--- src/sv/trdp_pkg.sv ---
// trdp_pkg: shared constants, microcode word layout and control program
// for the trial division prime range core; no dependencies
package trdp_pkg;

  localparam int VALUE_BITS    = 24;
  localparam int CAND_BITS     = VALUE_BITS + 1;
  localparam int DIV_BITS      = (VALUE_BITS + 1) / 2 + 1;
  localparam int SQ_BITS       = 2 * DIV_BITS;
  localparam int SEG_BITS      = 8;
  localparam int MAX_SEGMENT   = 128;
  localparam int SEG_RESET     = 100;
  localparam int MOD_CNT_BITS  = $clog2(VALUE_BITS);
  localparam int PC_BITS       = 4;

  localparam logic [SEG_BITS-1:0] SegMax   = SEG_BITS'(MAX_SEGMENT);
  localparam logic [SEG_BITS-1:0] SegInit  = SEG_BITS'(SEG_RESET);
  localparam logic [DIV_BITS-1:0] DivFirst = DIV_BITS'(3);
  localparam logic [DIV_BITS-1:0] DivStep  = DIV_BITS'(2);
  localparam logic [CAND_BITS-1:0] CandTwo = CAND_BITS'(2);
  localparam logic [MOD_CNT_BITS-1:0] ModLast = MOD_CNT_BITS'(VALUE_BITS - 1);

  typedef enum logic [3:0] {
    COND_NEVER     = 4'd0,
    COND_ALWAYS    = 4'd1,
    COND_NOT_START = 4'd2,
    COND_DONE      = 4'd3,
    COND_IS_TWO    = 4'd4,
    COND_TRIV      = 4'd5,
    COND_SQ_GT     = 4'd6,
    COND_MOD_BUSY  = 4'd7,
    COND_REM_ZERO  = 4'd8
  } cond_e;

  typedef enum logic [2:0] {
    ACT_NONE      = 3'd0,
    ACT_DIV_INIT  = 3'd1,
    ACT_SQUARE    = 3'd2,
    ACT_MOD_START = 3'd3,
    ACT_DIV_STEP  = 3'd4,
    ACT_FOUND     = 3'd5,
    ACT_ADVANCE   = 3'd6,
    ACT_FINISH    = 3'd7
  } act_e;

  typedef struct packed {
    logic               idle;
    act_e               act;
    cond_e              cond;
    logic [PC_BITS-1:0] target;
  } uword_t;

  typedef struct packed {
    logic start;
    logic done;
    logic is_two;
    logic triv;
    logic sq_gt;
    logic mod_busy;
    logic rem_zero;
  } flags_t;

  localparam logic [PC_BITS-1:0] PcIdle  = PC_BITS'(0);
  localparam logic [PC_BITS-1:0] PcSq    = PC_BITS'(4);
  localparam logic [PC_BITS-1:0] PcWait  = PC_BITS'(7);
  localparam logic [PC_BITS-1:0] PcPrime = PC_BITS'(10);
  localparam logic [PC_BITS-1:0] PcNext  = PC_BITS'(11);
  localparam logic [PC_BITS-1:0] PcFin   = PC_BITS'(12);
  localparam logic [PC_BITS-1:0] PcScan  = PC_BITS'(1);

  function automatic uword_t ucode_rom(logic [PC_BITS-1:0] pc);
    uword_t w;
    w = '{idle: 1'b0, act: ACT_NONE, cond: COND_NEVER, target: PcIdle};
    case (pc)
      4'd0:  w = '{idle: 1'b1, act: ACT_NONE,      cond: COND_NOT_START, target: PcIdle};
      4'd1:  w = '{idle: 1'b0, act: ACT_NONE,      cond: COND_DONE,      target: PcFin};
      4'd2:  w = '{idle: 1'b0, act: ACT_NONE,      cond: COND_IS_TWO,    target: PcPrime};
      4'd3:  w = '{idle: 1'b0, act: ACT_DIV_INIT,  cond: COND_TRIV,      target: PcNext};
      4'd4:  w = '{idle: 1'b0, act: ACT_SQUARE,    cond: COND_NEVER,     target: PcIdle};
      4'd5:  w = '{idle: 1'b0, act: ACT_NONE,      cond: COND_SQ_GT,     target: PcPrime};
      4'd6:  w = '{idle: 1'b0, act: ACT_MOD_START, cond: COND_NEVER,     target: PcIdle};
      4'd7:  w = '{idle: 1'b0, act: ACT_NONE,      cond: COND_MOD_BUSY,  target: PcWait};
      4'd8:  w = '{idle: 1'b0, act: ACT_DIV_STEP,  cond: COND_REM_ZERO,  target: PcNext};
      4'd9:  w = '{idle: 1'b0, act: ACT_NONE,      cond: COND_ALWAYS,    target: PcSq};
      4'd10: w = '{idle: 1'b0, act: ACT_FOUND,     cond: COND_NEVER,     target: PcIdle};
      4'd11: w = '{idle: 1'b0, act: ACT_ADVANCE,   cond: COND_ALWAYS,    target: PcScan};
      4'd12: w = '{idle: 1'b0, act: ACT_FINISH,    cond: COND_ALWAYS,    target: PcIdle};
      default: w = '{idle: 1'b1, act: ACT_NONE,    cond: COND_ALWAYS,    target: PcIdle};
    endcase
    return w;
  endfunction

endpackage

--- src/sv/trdp_mod.sv ---
// trdp_mod: iterative restoring remainder unit, one quotient bit per cycle
// depends on trdp_pkg
module trdp_mod
  import trdp_pkg::*;
(
  input  logic                  clk_i,
  input  logic                  rst_ni,
  input  logic                  start_i,
  input  logic [VALUE_BITS-1:0] dividend_i,
  input  logic [DIV_BITS-1:0]   divisor_i,
  output logic                  busy_o,
  output logic [DIV_BITS-1:0]   rem_o
);

  logic                    busy_q, busy_d;
  logic [MOD_CNT_BITS-1:0] cnt_q, cnt_d;
  logic [VALUE_BITS-1:0]   dvd_q, dvd_d;
  logic [DIV_BITS-1:0]     rem_q, rem_d;
  logic [DIV_BITS:0]       trial;

  assign trial = {rem_q, dvd_q[VALUE_BITS-1]};

  always_comb begin
    busy_d = busy_q;
    cnt_d  = cnt_q;
    dvd_d  = dvd_q;
    rem_d  = rem_q;
    if (start_i) begin
      busy_d = 1'b1;
      cnt_d  = '0;
      dvd_d  = dividend_i;
      rem_d  = '0;
    end else if (busy_q) begin
      dvd_d = {dvd_q[VALUE_BITS-2:0], 1'b0};
      if (trial >= {1'b0, divisor_i}) begin
        rem_d = DIV_BITS'(trial - {1'b0, divisor_i});
      end else begin
        rem_d = trial[DIV_BITS-1:0];
      end
      cnt_d = cnt_q + 1'b1;
      if (cnt_q == ModLast) begin
        busy_d = 1'b0;
      end
    end
  end

  always_ff @(posedge clk_i or negedge rst_ni) begin
    if (!rst_ni) begin
      busy_q <= 1'b0;
      cnt_q  <= '0;
    end else begin
      busy_q <= busy_d;
      cnt_q  <= cnt_d;
    end
  end

  always_ff @(posedge clk_i) begin
    dvd_q <= dvd_d;
    rem_q <= rem_d;
  end

  assign busy_o = busy_q;
  assign rem_o  = rem_q;

endmodule

--- src/sv/trdp_seq.sv ---
// trdp_seq: step counter and control store, picks the next step from
// the current word's jump condition; depends on trdp_pkg
module trdp_seq
  import trdp_pkg::*;
(
  input  logic   clk_i,
  input  logic   rst_ni,
  input  flags_t flags_i,
  output uword_t uword_o
);

  logic [PC_BITS-1:0] pc_q, pc_d;
  uword_t             uw;
  logic               take;

  assign uw = ucode_rom(pc_q);

  always_comb begin
    case (uw.cond)
      COND_NEVER:     take = 1'b0;
      COND_ALWAYS:    take = 1'b1;
      COND_NOT_START: take = !flags_i.start;
      COND_DONE:      take = flags_i.done;
      COND_IS_TWO:    take = flags_i.is_two;
      COND_TRIV:      take = flags_i.triv;
      COND_SQ_GT:     take = flags_i.sq_gt;
      COND_MOD_BUSY:  take = flags_i.mod_busy;
      COND_REM_ZERO:  take = flags_i.rem_zero;
      default:        take = 1'b1;
    endcase
    pc_d = take ? uw.target : pc_q + 1'b1;
  end

  always_ff @(posedge clk_i or negedge rst_ni) begin
    if (!rst_ni) begin
      pc_q <= PcIdle;
    end else begin
      pc_q <= pc_d;
    end
  end

  assign uword_o = uw;

endmodule

--- src/sv/trial_division_prime_range_core.sv ---
// trial_division_prime_range_core: scans start_value_i .. +segment length for primes
// each odd trial divisor of a candidate goes through the one-bit-a-cycle remainder unit;
// a 128-long segment near the top of the range takes the longest
// throughput: one start transfer per finished segment, busy_o high meanwhile
// reset: async active low, segment length returns to 100; no result stalls
// depends on trdp_pkg, trdp_seq, trdp_mod
module trial_division_prime_range_core
  import trdp_pkg::*;
(
  input  logic                  clk_i,
  input  logic                  rst_ni,
  input  logic                  cfg_we_i,
  input  logic [SEG_BITS-1:0]   cfg_data_i,
  input  logic                  start_i,
  input  logic [VALUE_BITS-1:0] start_value_i,
  output logic                  busy_o,
  output logic                  result_valid_o,
  output logic [VALUE_BITS-1:0] prime_value_o,
  output logic                  found_o,
  output logic                  last_o
);

  uword_t uw;
  flags_t flags;

  logic [SEG_BITS-1:0]   seg_q;
  logic [CAND_BITS-1:0]  cand_q;
  logic [DIV_BITS-1:0]   div_q;
  logic [SQ_BITS-1:0]    sq_q;
  logic [SEG_BITS-1:0]   rem_cnt_q;
  logic                  pend_vld_q;
  logic [VALUE_BITS-1:0] pend_q;
  logic                  any_q;
  logic                  out_vld_q;
  logic                  out_vld_d;
  logic [VALUE_BITS-1:0] out_val_q;
  logic                  out_found_q;
  logic                  out_last_q;
  logic                  mod_busy;
  logic [DIV_BITS-1:0]   mod_rem;
  logic                  load;
  logic [SEG_BITS-1:0]   seg_eff;

  assign load    = uw.idle && start_i;
  assign seg_eff = (seg_q > SegMax) ? SegMax : seg_q;

  assign flags = '{
    start:    start_i,
    done:     (rem_cnt_q == '0) || cand_q[CAND_BITS-1],
    is_two:   (cand_q == CandTwo),
    triv:     (cand_q < CandTwo) || !cand_q[0],
    sq_gt:    sq_q > SQ_BITS'(cand_q),
    mod_busy: mod_busy,
    rem_zero: (mod_rem == '0)
  };

  assign out_vld_d = (uw.act == ACT_FOUND) ? pend_vld_q : (uw.act == ACT_FINISH);

  trdp_seq u_seq (
    .clk_i   (clk_i),
    .rst_ni  (rst_ni),
    .flags_i (flags),
    .uword_o (uw)
  );

  trdp_mod u_mod (
    .clk_i      (clk_i),
    .rst_ni     (rst_ni),
    .start_i    (uw.act == ACT_MOD_START),
    .dividend_i (cand_q[VALUE_BITS-1:0]),
    .divisor_i  (div_q),
    .busy_o     (mod_busy),
    .rem_o      (mod_rem)
  );

  always_ff @(posedge clk_i or negedge rst_ni) begin
    if (!rst_ni) begin
      seg_q       <= SegInit;
      cand_q      <= '0;
      div_q       <= '0;
      rem_cnt_q   <= '0;
      pend_vld_q  <= 1'b0;
      any_q       <= 1'b0;
      out_vld_q   <= 1'b0;
    end else begin
      out_vld_q <= out_vld_d;
      if (cfg_we_i) begin
        seg_q <= cfg_data_i;
      end
      if (load) begin
        cand_q     <= {1'b0, start_value_i};
        rem_cnt_q  <= seg_eff;
        pend_vld_q <= 1'b0;
        any_q      <= 1'b0;
      end
      case (uw.act)
        ACT_DIV_INIT: div_q <= DivFirst;
        ACT_DIV_STEP: div_q <= div_q + DivStep;
        ACT_FOUND: begin
          pend_vld_q <= 1'b1;
          any_q      <= 1'b1;
        end
        ACT_ADVANCE: begin
          cand_q    <= cand_q + 1'b1;
          rem_cnt_q <= rem_cnt_q - 1'b1;
        end
        default: ;
      endcase
    end
  end

  always_ff @(posedge clk_i) begin
    case (uw.act)
      ACT_SQUARE: sq_q <= div_q * div_q;
      ACT_FOUND: begin
        pend_q      <= cand_q[VALUE_BITS-1:0];
        out_val_q   <= pend_q;
        out_found_q <= 1'b1;
        out_last_q  <= 1'b0;
      end
      ACT_FINISH: begin
        out_val_q   <= any_q ? pend_q : '0;
        out_found_q <= any_q;
        out_last_q  <= 1'b1;
      end
      default: ;
    endcase
  end

  assign busy_o         = !uw.idle;
  assign result_valid_o = out_vld_q;
  assign prime_value_o  = out_val_q;
  assign found_o        = out_found_q;
  assign last_o         = out_last_q;

endmodule
--- config.mk ---
export PLATFORM = sky130hd
export DESIGN_NAME = trial_division_prime_range_core
export DESIGN_NICKNAME = d
export VERILOG_FILES = /design/src/sv/trdp_pkg.sv /design/src/sv/trdp_mod.sv /design/src/sv/trdp_seq.sv /design/src/sv/trial_division_prime_range_core.sv
export SDC_FILE = /design/constraint.sdc
export NUM_CORES = 1
export LEC_CHECK = 0
export BUFFER_PORTS_ARGS = -buffer_cell sky130_fd_sc_hd__buf_2
export CAP_MARGIN = 15
export CORE_UTILIZATION = 29
export CTS_CLUSTER_SIZE = 28
export DETAILED_ROUTE_END_ITERATION = 6
export HOLD_SLACK_MARGIN = 0.1
export PLACE_DENSITY = 0.56
export SYNTH_ARGS = -nofsm -noshare
export SYNTH_HDL_FRONTEND = slang
export SYNTH_HIERARCHICAL = 1
export SYNTH_SLANG_ARGS = --single-unit
export TNS_END_PERCENT = 1
--- constraint.sdc ---
create_clock -name clk_i -period 6.86 [get_ports clk_i]
set_input_delay 0.343 -clock clk_i [delete_from_list [all_inputs] [get_ports clk_i]]
set_output_delay 0.343 -clock clk_i [all_outputs]
set_load 0.03 [all_outputs]
==> metrics.txt, run 1 <==
Post-CTS Resized=0; number of nets in the layout=1693; Sw Ratio=41.8%; Slew HR=23.9%; Post-Syn Area per Cell=10.1 um^2; antenna violations before repair=0; largest net degree at the start of global routing=67; Die X=223 um; DRC violation count after routing=0; Vias/cell=4.98; # IOs=64; drt pass-1 iters=5; Comb pwr share=41.7%; worst min-delay path category=in2async; Synth Instances=1403; Setup crit end kind=flip-flop; YS warnings=6; Initial DRC Count=520; Clock power frac=19.8%; Hold Fails Final Rpt=0; Leak Pwr=7.14 nW; CP peak stage delay=0.63 ns; Total GRT Usage=13.5%; CP bufs+invs=5; fin. max-slew vios=0; Die ar.=0.0496 mm^2; RSZ-0062 raised after global routing=false; antenna-violating nets left=0; Max FO, Critical Path=19; CP Cell Sequence=inv_1 > nor2_1 > fa_1 > inv_1 > fa_1 > inv_1 > fa_1 > inv_1 > fa_1 > fa_1 > inv_1 > ha_1 > o211ai_1 > o21a_1 > a211oi_2 > o211ai_2 > a2111oi_2 > nor2_1; status=finished, final reports clean; post-CTS setup buffers=0; Cell Area, Synth=0.0141 mm^2; Fin Setup TNS=0 ns; vias in the first global route=10300; Synth Net Count=1657; worst slew pin tran=1.14 ns; Placed Cells=2035; layout cells sized above 1=13.0%; crit start category=flip-flop; n_diodes=0; # rows=80; CTS root buffer=clkbuf_16; starting density of the core=29.5%; Core Area=0.0478 mm^2; Setup-failing EPs final=0; Clock transition at path regs=0.08 ns; htree depth=4; Max Cap Viol=0; WL/cell=15.7 um; PortBufs=63; kind of critical path=reg2reg; final worst-path cycle share=83.2%; Final Skew=0.0132 ns; Final min period=5.71 ns; GRT overflow=0; Placer Congestion=0.860; CTS Sinks=178; worst skew pair latency=0.45 ns; CTS tree=built; Critical Path RT=7.06 ns; CTS Buf Count=17; # fillers=4881; Max IR drop VDD=0.000155 V; total routed wirelength=32.5 mm; pwr/cell area=329 mW/mm^2; first-pass GRT wire length=53.6 mm; WP data arrival=5.91 ns; DPL Wire Length=24.8 mm; Largest delay share family, worst path=adder cells; Slowest-stage cell, CP=dfrtp_1; sequential power share=38.6%; P_int=2.99 mW; Area Growth Syn to Fin=10.5%; Die Span Y=223 um; clock buffer depth=2; switching power=2.15 mW; # hold bufs at CTS=0; non-filler instance count after layout=2067; achievable clock frequency=175 MHz; DR vias=10300
-- final cells by class --
class                           instances  area (um^2)  share of cell area, %
Clock inverter                         15          203                   1.30
Sequential cell                       178         4890                   31.3
Clock buffer                           17          425                   2.73
Timing Repair Buffer                   70          370                   2.37
Tap cell                              615          769                   4.93
Inverter                              220          826                   5.29
Multi-Input combinational cell        952         8120                   52.1
-- state kept, by name, summed over array words and instances, names as in the netlist --
name            cells
any_q               1
cand_q             25
div_q              13
found_o             1
last_o              1
pend_q             24
prime_value_o      24
rem_cnt_q           8
result_valid_o      1
seg_q               8
sq_q               25
u_mod/busy_o        1
u_mod/cnt_q         5
u_mod/dvd_q        24
u_mod/rem_o        13
u_seq/pc_q          4
-- layer usage --
metal	wire length, um	vias to the layer above	GRT usage (%)
met5	0	-	0
met1	14800	5054	18.0
met3	1500	41	1.97
li1	-	4923	-
met2	15500	266	22.5
met4	603	0	3.94
-- stage by stage --
| step | instance area [um^2] | hold WS, ns | worst slack (ns) | utilization, % | power, mW |
|---|---|---|---|---|---|
| 3_5_place_dp | 15000 | 0.499 | 1.16 | 31.3 | 4.12 |
| 2_1_floorplan | 14100 | 0.0474 | 1.60 | - | 3.55 |
| 4_1_cts | 15600 | 0.101 | 1.15 | 32.6 | 5.15 |
| 5_1_grt | 15600 | 0.113 | 0.825 | 32.6 | 5.51 |
| 3_3_place_gp | 15000 | 0.483 | 1.24 | 31.3 | 4.06 |
| 6_report | 15600 | 0.0497 | 1.15 | 32.6 | 5.13 |
-- power groups by stage --
stage / Clock (mW) / Combinational, mW / Sequential, mW
2_1_floorplan: 0 / 1.66 / 1.89
3_3_place_gp: 0 / 2.07 / 1.99
3_5_place_dp: 0 / 2.12 / 2.00
4_1_cts: 1.04 / 2.14 / 1.98
5_1_grt: 1.08 / 2.39 / 2.03
6_report: 1.01 / 2.14 / 1.98
-- layout by cell type, fill, tap and decap left out, types with 22 or more instances in the layout --
cell,n
xnor2_1,22
edfxtp_1,99
buf_2,62
dfrtp_1,63
nor2_1,83
fa_1,98
o21ai_0,60
a21oi_1,52
inv_1,218
nand3_1,40
and2_1,53
mux2_2,34
nand2_1,105
ha_1,120
-- final timing paths --
path,start,end,slack [ns],cells past startpoint
max in group asynchronous,rst_ni,u_mod/cnt_q[0],6.14,1
worst min-delay path,rst_ni,div_q[9],0.05,1
min in group clk_i,cfg_data_i[5],seg_q[5],0.12,2
worst min register to register,seg_q[0],seg_q[0],0.51,1
worst max-delay path,div_q[1],sq_q[22],1.15,18
worst max register to register,div_q[1],sq_q[22],1.15,18
Power figures use the tool's default switching activity.
==> inputs of run 2 (changes only) <==
Clock period 6.86 ns to 5.3 ns, I/O delays scaled along.
==> run 2 against run 1 <==
  * Clock skew is 0.00079 ns higher
  * Via count is 3.1% higher
  * Flip-flop and latch count did not move
  * Sequential share of layout area shrank 1.5 points
  * Critical endpoint unchanged
  * Non-clock buffer count rose by 86
  * Clock-buffer cell count rose by 1
  * First-iteration DRC count increased by 26%
  * Die area is the same
  * Utilization is 1.7 points higher
  * Hold slack better by 0.074 ns
  * Wire length rose by 2.3%
==> metrics.txt, run 2 (synthesized netlist as in run 1, its figures left out) <==
status=finished, final reports clean (unchanged); Regs by FF count=cand_q (25), sq_q (25) (unchanged); CP peak stage delay=0.57 ns (was 0.63 ns); Max FO, Critical Path=6 (was 19); commonest cells after routing, fill and taps aside=inv_1 (217), ha_1 (113), nand2_1 (101) (was inv_1 (218), ha_1 (120), nand2_1 (105)); WL/cell=15.4 um (was 15.7 um); HP Start=start_value_i[20]; layout cells sized above 1=18.9% (was 13.0%); CP Cell Sequence=buf_6 > buf_4 > and2_1 > fa_1 > fa_1 > inv_1 > fa_1 > fa_1 > inv_1 > ha_1 > ha_1 > a21o_1 > a21o_1 > a21oi_1 > mux2i_1 > a41o_2 > nor2_1 (was inv_1 > nor2_1 > fa_1 > inv_1 > fa_1 > inv_1 > fa_1 > inv_1 > fa_1 > fa_1 > inv_1 > ha_1 > o211ai_1 > o21a_1 > a211oi_2 > o211ai_2 > a2111oi_2 > nor2_1); vias in the first global route=10500 (was 10300); leading cell type in the layout, fill and taps excluded=inv_1 (unchanged); Final Skew=0.0139 ns (was 0.0132 ns); worst skew pair latency=0.45 ns (about the same); # IOs=64 (unchanged); antenna violations before repair=0 (unchanged); starting density of the core=29.5% (unchanged); n_diodes=0 (unchanged); kind of critical path=reg2reg (unchanged); Max IR drop VDD=0.000203 V (was 0.000155 V); antenna-violating nets left=0 (unchanged); cell area after layout=0.0164 mm^2 (was 0.0156 mm^2); Setup-failing EPs final=0 (unchanged); CTS tree=built (unchanged); drt pass-1 iters=4 (was 5); hold path depth=3; Post-DP Area=0.0153 mm^2 (was 0.0150 mm^2); crit start category=flip-flop (unchanged); depth of the worst register-to-register path=17 (was 18); RR Startpoint=div_q[12] (was div_q[1]); Final min period=5.14 ns (was 5.71 ns); Slew HR=32.2% (was 23.9%); Initial DRC Count=656 (was 520); Core Area=0.0478 mm^2 (unchanged); Critical Path RT=5.49 ns (was 7.06 ns); Die ar.=0.0496 mm^2 (unchanged); worst min-delay path category=in2reg (was in2async); Area Growth Syn to Fin=16.2% (was 10.5%); final worst-path cycle share=97.0% (was 83.2%); fin. max-slew vios=0 (unchanged); final worst-path setup slack=0.158 ns (was 1.15 ns); CTS root buffer=clkbuf_16 (unchanged); Reg2Reg Setup Slack=0.16 ns (was 1.15 ns); pre-CTS setup slack=-0.0719 ns (was 1.16 ns); Min Hold Slack=0.124 ns (was 0.0497 ns); PortBufs=63 (unchanged); total power=6.63 mW (was 5.13 mW); total routed wirelength=33.2 mm (was 32.5 mm); Hold Fails Final Rpt=0 (unchanged); Die X=223 um (unchanged); WP data arrival=5.33 ns (was 5.91 ns); number of nets in the layout=1779 (was 1693); # rows=80 (unchanged); htree depth=4 (unchanged); Leak Pwr=7.54 nW (was 7.14 nW); CTS Sinks=178 (unchanged); Vias/cell=4.92 (was 4.98); DR vias=10600 (was 10300); Placer Congestion=0.852 (was 0.860); GRT overflow=0 (unchanged); worst slew pin tran=1.01 ns (was 1.14 ns); Clock transition at path regs=0.08 ns (about the same); first-pass GRT wire length=54.1 mm (was 53.6 mm); DPL Wire Length=26.0 mm (was 24.8 mm); CTS Buf Count=17 (unchanged); DRC violation count after routing=0 (unchanged); Crit path top cell by count=fa_1; Total GRT Usage=13.6% (was 13.5%); largest net degree at the start of global routing=54 (was 67); clock buffer depth=2 (unchanged); Hold Path End=cand_q[20]; Max Cap Viol=0 (unchanged); RR Endpoint=sq_q[22] (unchanged); Setup crit end kind=flip-flop (unchanged); achievable clock frequency=194 MHz (was 175 MHz); Slowest-stage cell, CP=fa_1 (was dfrtp_1); pwr/cell area=404 mW/mm^2 (was 329 mW/mm^2); Die Span Y=223 um (unchanged)
[run 2: changes by cell type in the layout (fill, tap and decap cells not counted), sizes merged]
cell / before / now
clkinvlp: 1 / 0
dlygate4sd3: 0 / 17
clkinv: 9 / 7
inv: 225 / 227
buf: 70 / 139
clkbuf: 17 / 18
[run 2: worst max path at each step]
stage                         start        to  slack, ns  cells after the start
final                     div_q[12]  sq_q[22]       0.16                     17
after global routing       div_q[7]  sq_q[25]     -0.007                     19
after CTS                  div_q[3]  sq_q[25]       0.03                     17
after detailed placement   div_q[5]  sq_q[25]      -0.07                     18
after global placement     div_q[5]  sq_q[22]       0.06                     17
after floorplan           div_q[11]  sq_q[25]       0.04                     20
[run 2: where the power goes]
part,total [mW],internal [mW],switching (mW),leakage (nW)
logic,2.86,1.21,1.65,5.41
clock network,1.23,0.625,0.605,0.281
registers,2.53,2.07,0.463,1.85
[run 2: critical path: cells and delay by family (launching register included)]
family	cells	cell delay, ns
compound gates	4	0.82
mux	1	0.23
simple gates	2	0.20
fa+ha+maj	6	2.81
flops	1	0.43
buf+inv	4	0.41
[run 2: area by class of cell]
cell class | count | area [um^2]
clock buffers | 18 | 429
clock inverters | 14 | 141
fillers | 4819 | 31400
inverters | 220 | 826
multi-input cells | 952 | 8260
flip-flops and latches | 178 | 4900
well taps | 615 | 769
repair buffers | 156 | 1080
[run 2: per-layer routing]
| layer | vias up | global-route usage [%] | share of wire [%] |
|---|---|---|---|
| met5 | - | 0 | 0 |
| met4 | 0 | 4.85 | 2.7 |
| met3 | 49 | 2.14 | 4.1 |
| met2 | 262 | 22.4 | 48 |
| met1 | 5207 | 18.0 | 45 |
| li1 | 5081 | - | - |
[run 2: metrics by stage]
step           std cells  TNS, ns  utilization (%)
2_1_floorplan       1403        0                -
3_3_place_gp        2081        0             32.0
3_5_place_dp        2081  -0.0965             32.0
4_1_cts             2130        0             33.6
5_1_grt             2153  -0.0130             34.3
6_report            2153        0             34.3
[run 2: timing repair]
item                       CTS  global route
setup buffers                0            23
hold endpoints to repair    29             0
gates cloned                 0             0
pin swaps                    0            22
setup endpoints to repair    3            11
hold buffers                17             0
resized for setup            5            46
==> inputs of run 3 (changes only) <==
Clock period 5.3 ns to 6.1 ns, I/O delays scaled along.
==> run 3 against run 2 <==
  * Final cell count is 3.1% lower
  * Die area stayed put
  * Design area is 3.9% lower
  * Clock-buffer cell count is 1 lower
  * Non-clock buffer count is 66 lower
  * Combinational power is 15% lower
  * Setup slack better by 0.33 ns
  * Register-to-register slack better by 0.33 ns
  * Critical path depth stayed put
  * Via count is 2.1% lower
  * Wire length is 2.4% lower
  * Maximum frequency is 8.4% lower
  * Critical endpoint is now sq_q[23]
  * Largest cell class unchanged
  * Highest routed layer unchanged
==> metrics.txt, run 3 (synthesized netlist as in run 1, its figures left out) <==
worst skew pair latency=0.47 ns (was 0.45 ns); Die X=223 um (unchanged); largest net degree at the start of global routing=67 (was 54); Max IR drop VDD=0.000180 V (was 0.000203 V); Regs by FF count=cand_q (25), sq_q (25) (unchanged); Metal-1 WL=15.0 mm (was 15.1 mm); DR top layer=met4 (unchanged); pwr/cell area=365 mW/mm^2 (was 404 mW/mm^2); CTS tree=built (unchanged); Max FO, Critical Path=19 (was 6); Die Span Y=223 um (unchanged); met3 routed wirelength=1.38 mm (was 1.35 mm); Max Cap Viol=0 (unchanged); antenna-violating nets left=0 (unchanged); CTS root buffer=clkbuf_16 (unchanged); depth of the worst register-to-register path=17 (unchanged); WP data arrival=5.81 ns (was 5.33 ns); number of nets in the layout=1713 (was 1779); first-pass GRT wire length=53.2 mm (was 54.1 mm); Reg2Reg Setup Slack=0.49 ns (was 0.16 ns); starting density of the core=29.5% (unchanged); Leak Pwr=7.23 nW (was 7.54 nW); n_diodes=0 (unchanged); HP Start=start_value_i[13] (was start_value_i[20]); Placer Congestion=0.856 (was 0.852); fin. max-slew vios=0 (unchanged); crit start category=flip-flop (unchanged); Total GRT Usage=13.4% (was 13.6%); RSZ-0062 raised after global routing=false; achievable clock frequency=178 MHz (was 194 MHz); # IOs=64 (unchanged); vias in the first global route=10400 (was 10500); # hold bufs at CTS=14 (was 17); CTS Sinks=178 (unchanged); Area Growth Syn to Fin=11.7% (was 16.2%); kind of critical path=reg2reg (unchanged); Fin Setup TNS=0 ns (unchanged); worst min-delay path category=in2reg (unchanged); leading cell type in the layout, fill and taps excluded=inv_1 (unchanged); clock buffer depth=2 (unchanged); # fillers=4869 (was 4819); DPL Wire Length=24.8 mm (was 26.0 mm); Final min period=5.61 ns (was 5.14 ns); drt pass-1 iters=5 (was 4); WL/cell=15.5 um (was 15.4 um); CTS Buf Count=17 (unchanged); # rows=80 (unchanged); RR Startpoint=div_q[11] (was div_q[12]); Core Area=0.0478 mm^2 (unchanged); total power=5.76 mW (was 6.63 mW); Slew HR=25.4% (was 32.2%); post-CTS setup buffers=0 (unchanged); hold path depth=3 (unchanged); Clock transition at path regs=0.08 ns (about the same); PortBufs=63 (unchanged); antenna violations before repair=0 (unchanged); worst slew pin tran=1.11 ns (was 1.01 ns); DR vias=10400 (was 10600); Vias/cell=4.97 (was 4.92); htree depth=4 (unchanged); final worst-path cycle share=92.0% (was 97.0%); RR Endpoint=sq_q[23] (was sq_q[22]); Die ar.=0.0496 mm^2 (unchanged); GRT overflow=0 (unchanged); total routed wirelength=32.4 mm (was 33.2 mm); Initial DRC Count=484 (was 656); Post-CTS Resized=0 (was 5); commonest cells after routing, fill and taps aside=inv_1 (218), ha_1 (120), nand2_1 (105) (was inv_1 (217), ha_1 (113), nand2_1 (101)); Met2 Routed Length=15.4 mm (was 15.9 mm); Setup crit end kind=flip-flop (unchanged); DRC violation count after routing=0 (unchanged); Hold Path End=cand_q[13] (was cand_q[20]); layout cells sized above 1=13.2% (was 18.9%); Hold Fails Final Rpt=0 (unchanged); status=finished, final reports clean (unchanged); Setup-failing EPs final=0 (unchanged); Final Skew=0.0229 ns (was 0.0139 ns); Critical Path RT=6.30 ns (was 5.49 ns)
## run 3: cell types whose count changed in the layout (fill, tap and decap cells not counted), sizes merged
cell,change
dlygate4sd3,-3
inv,+1
clkbuf,-1
buf,-63
## run 3: per-layer routing
metal / up-vias / global-route usage, %
met5: - / 0
met4: 0 / 4.34
met3: 33 / 2.41
met2: 234 / 22.4
met1: 5149 / 17.4
li1: 4965 / -
## run 3: worst max path at each step
stage | from | endpoint | slack [ns] | cells past startpoint
floorplan | div_q[11] | sq_q[25] | 0.84 | 20
global placement | div_q[3] | sq_q[22] | 0.55 | 17
finish | div_q[11] | sq_q[23] | 0.49 | 17
CTS | div_q[11] | sq_q[25] | 0.51 | 17
detailed placement | div_q[3] | sq_q[22] | 0.53 | 17
global route | div_q[11] | sq_q[25] | 0.13 | 17
## run 3: power by group
part	total, mW	internal, mW	switching, mW	leakage (nW)
clock network	1.13	0.558	0.573	0.296
logic	2.42	1.01	1.41	5.07
registers	2.21	1.79	0.419	1.86
## run 3: area by class of cell
cell class / count / area [um^2] / area share, %
clock buffer: 17 / 425 / 2.70
clock inverter: 15 / 181 / 1.15
inverter: 220 / 826 / 5.24
multi-input combinational: 952 / 8120 / 51.5
sequential: 178 / 4890 / 31.0
tap: 615 / 769 / 4.88
timing repair buffer: 90 / 556 / 3.52
## run 3: stage by stage
| stage | std cells | hold slack (ns) | cell area, um^2 | util [%] | setup WS (ns) |
|---|---|---|---|---|---|
| global route | 2087 | 0.134 | 15800 | 33.0 | 0.131 |
| global placement | 2041 | 0.485 | 15000 | 31.4 | 0.552 |
| CTS | 2087 | 0.104 | 15800 | 33.0 | 0.511 |
| finish | 2087 | 0.130 | 15800 | 33.0 | 0.489 |
| floorplan | 1403 | 0.00941 | 14100 | - | 0.837 |
| detailed placement | 2041 | 0.486 | 15000 | 31.4 | 0.533 |
## run 3: critical path: stages (launching register included)
cell,delay (ns)
dfrtp_1,0.84
and2_1,0.25
inv_1,0.06
fa_1,0.53
inv_1,0.05
fa_1,0.53
inv_1,0.05
fa_1,0.53
inv_1,0.06
fa_1,0.50
fa_1,0.49
ha_1,0.38
o21ai_0,0.32
nor2_1,0.09
a21oi_1,0.17
o31ai_1,0.13
nor4_1,0.27
a311oi_1,0.10
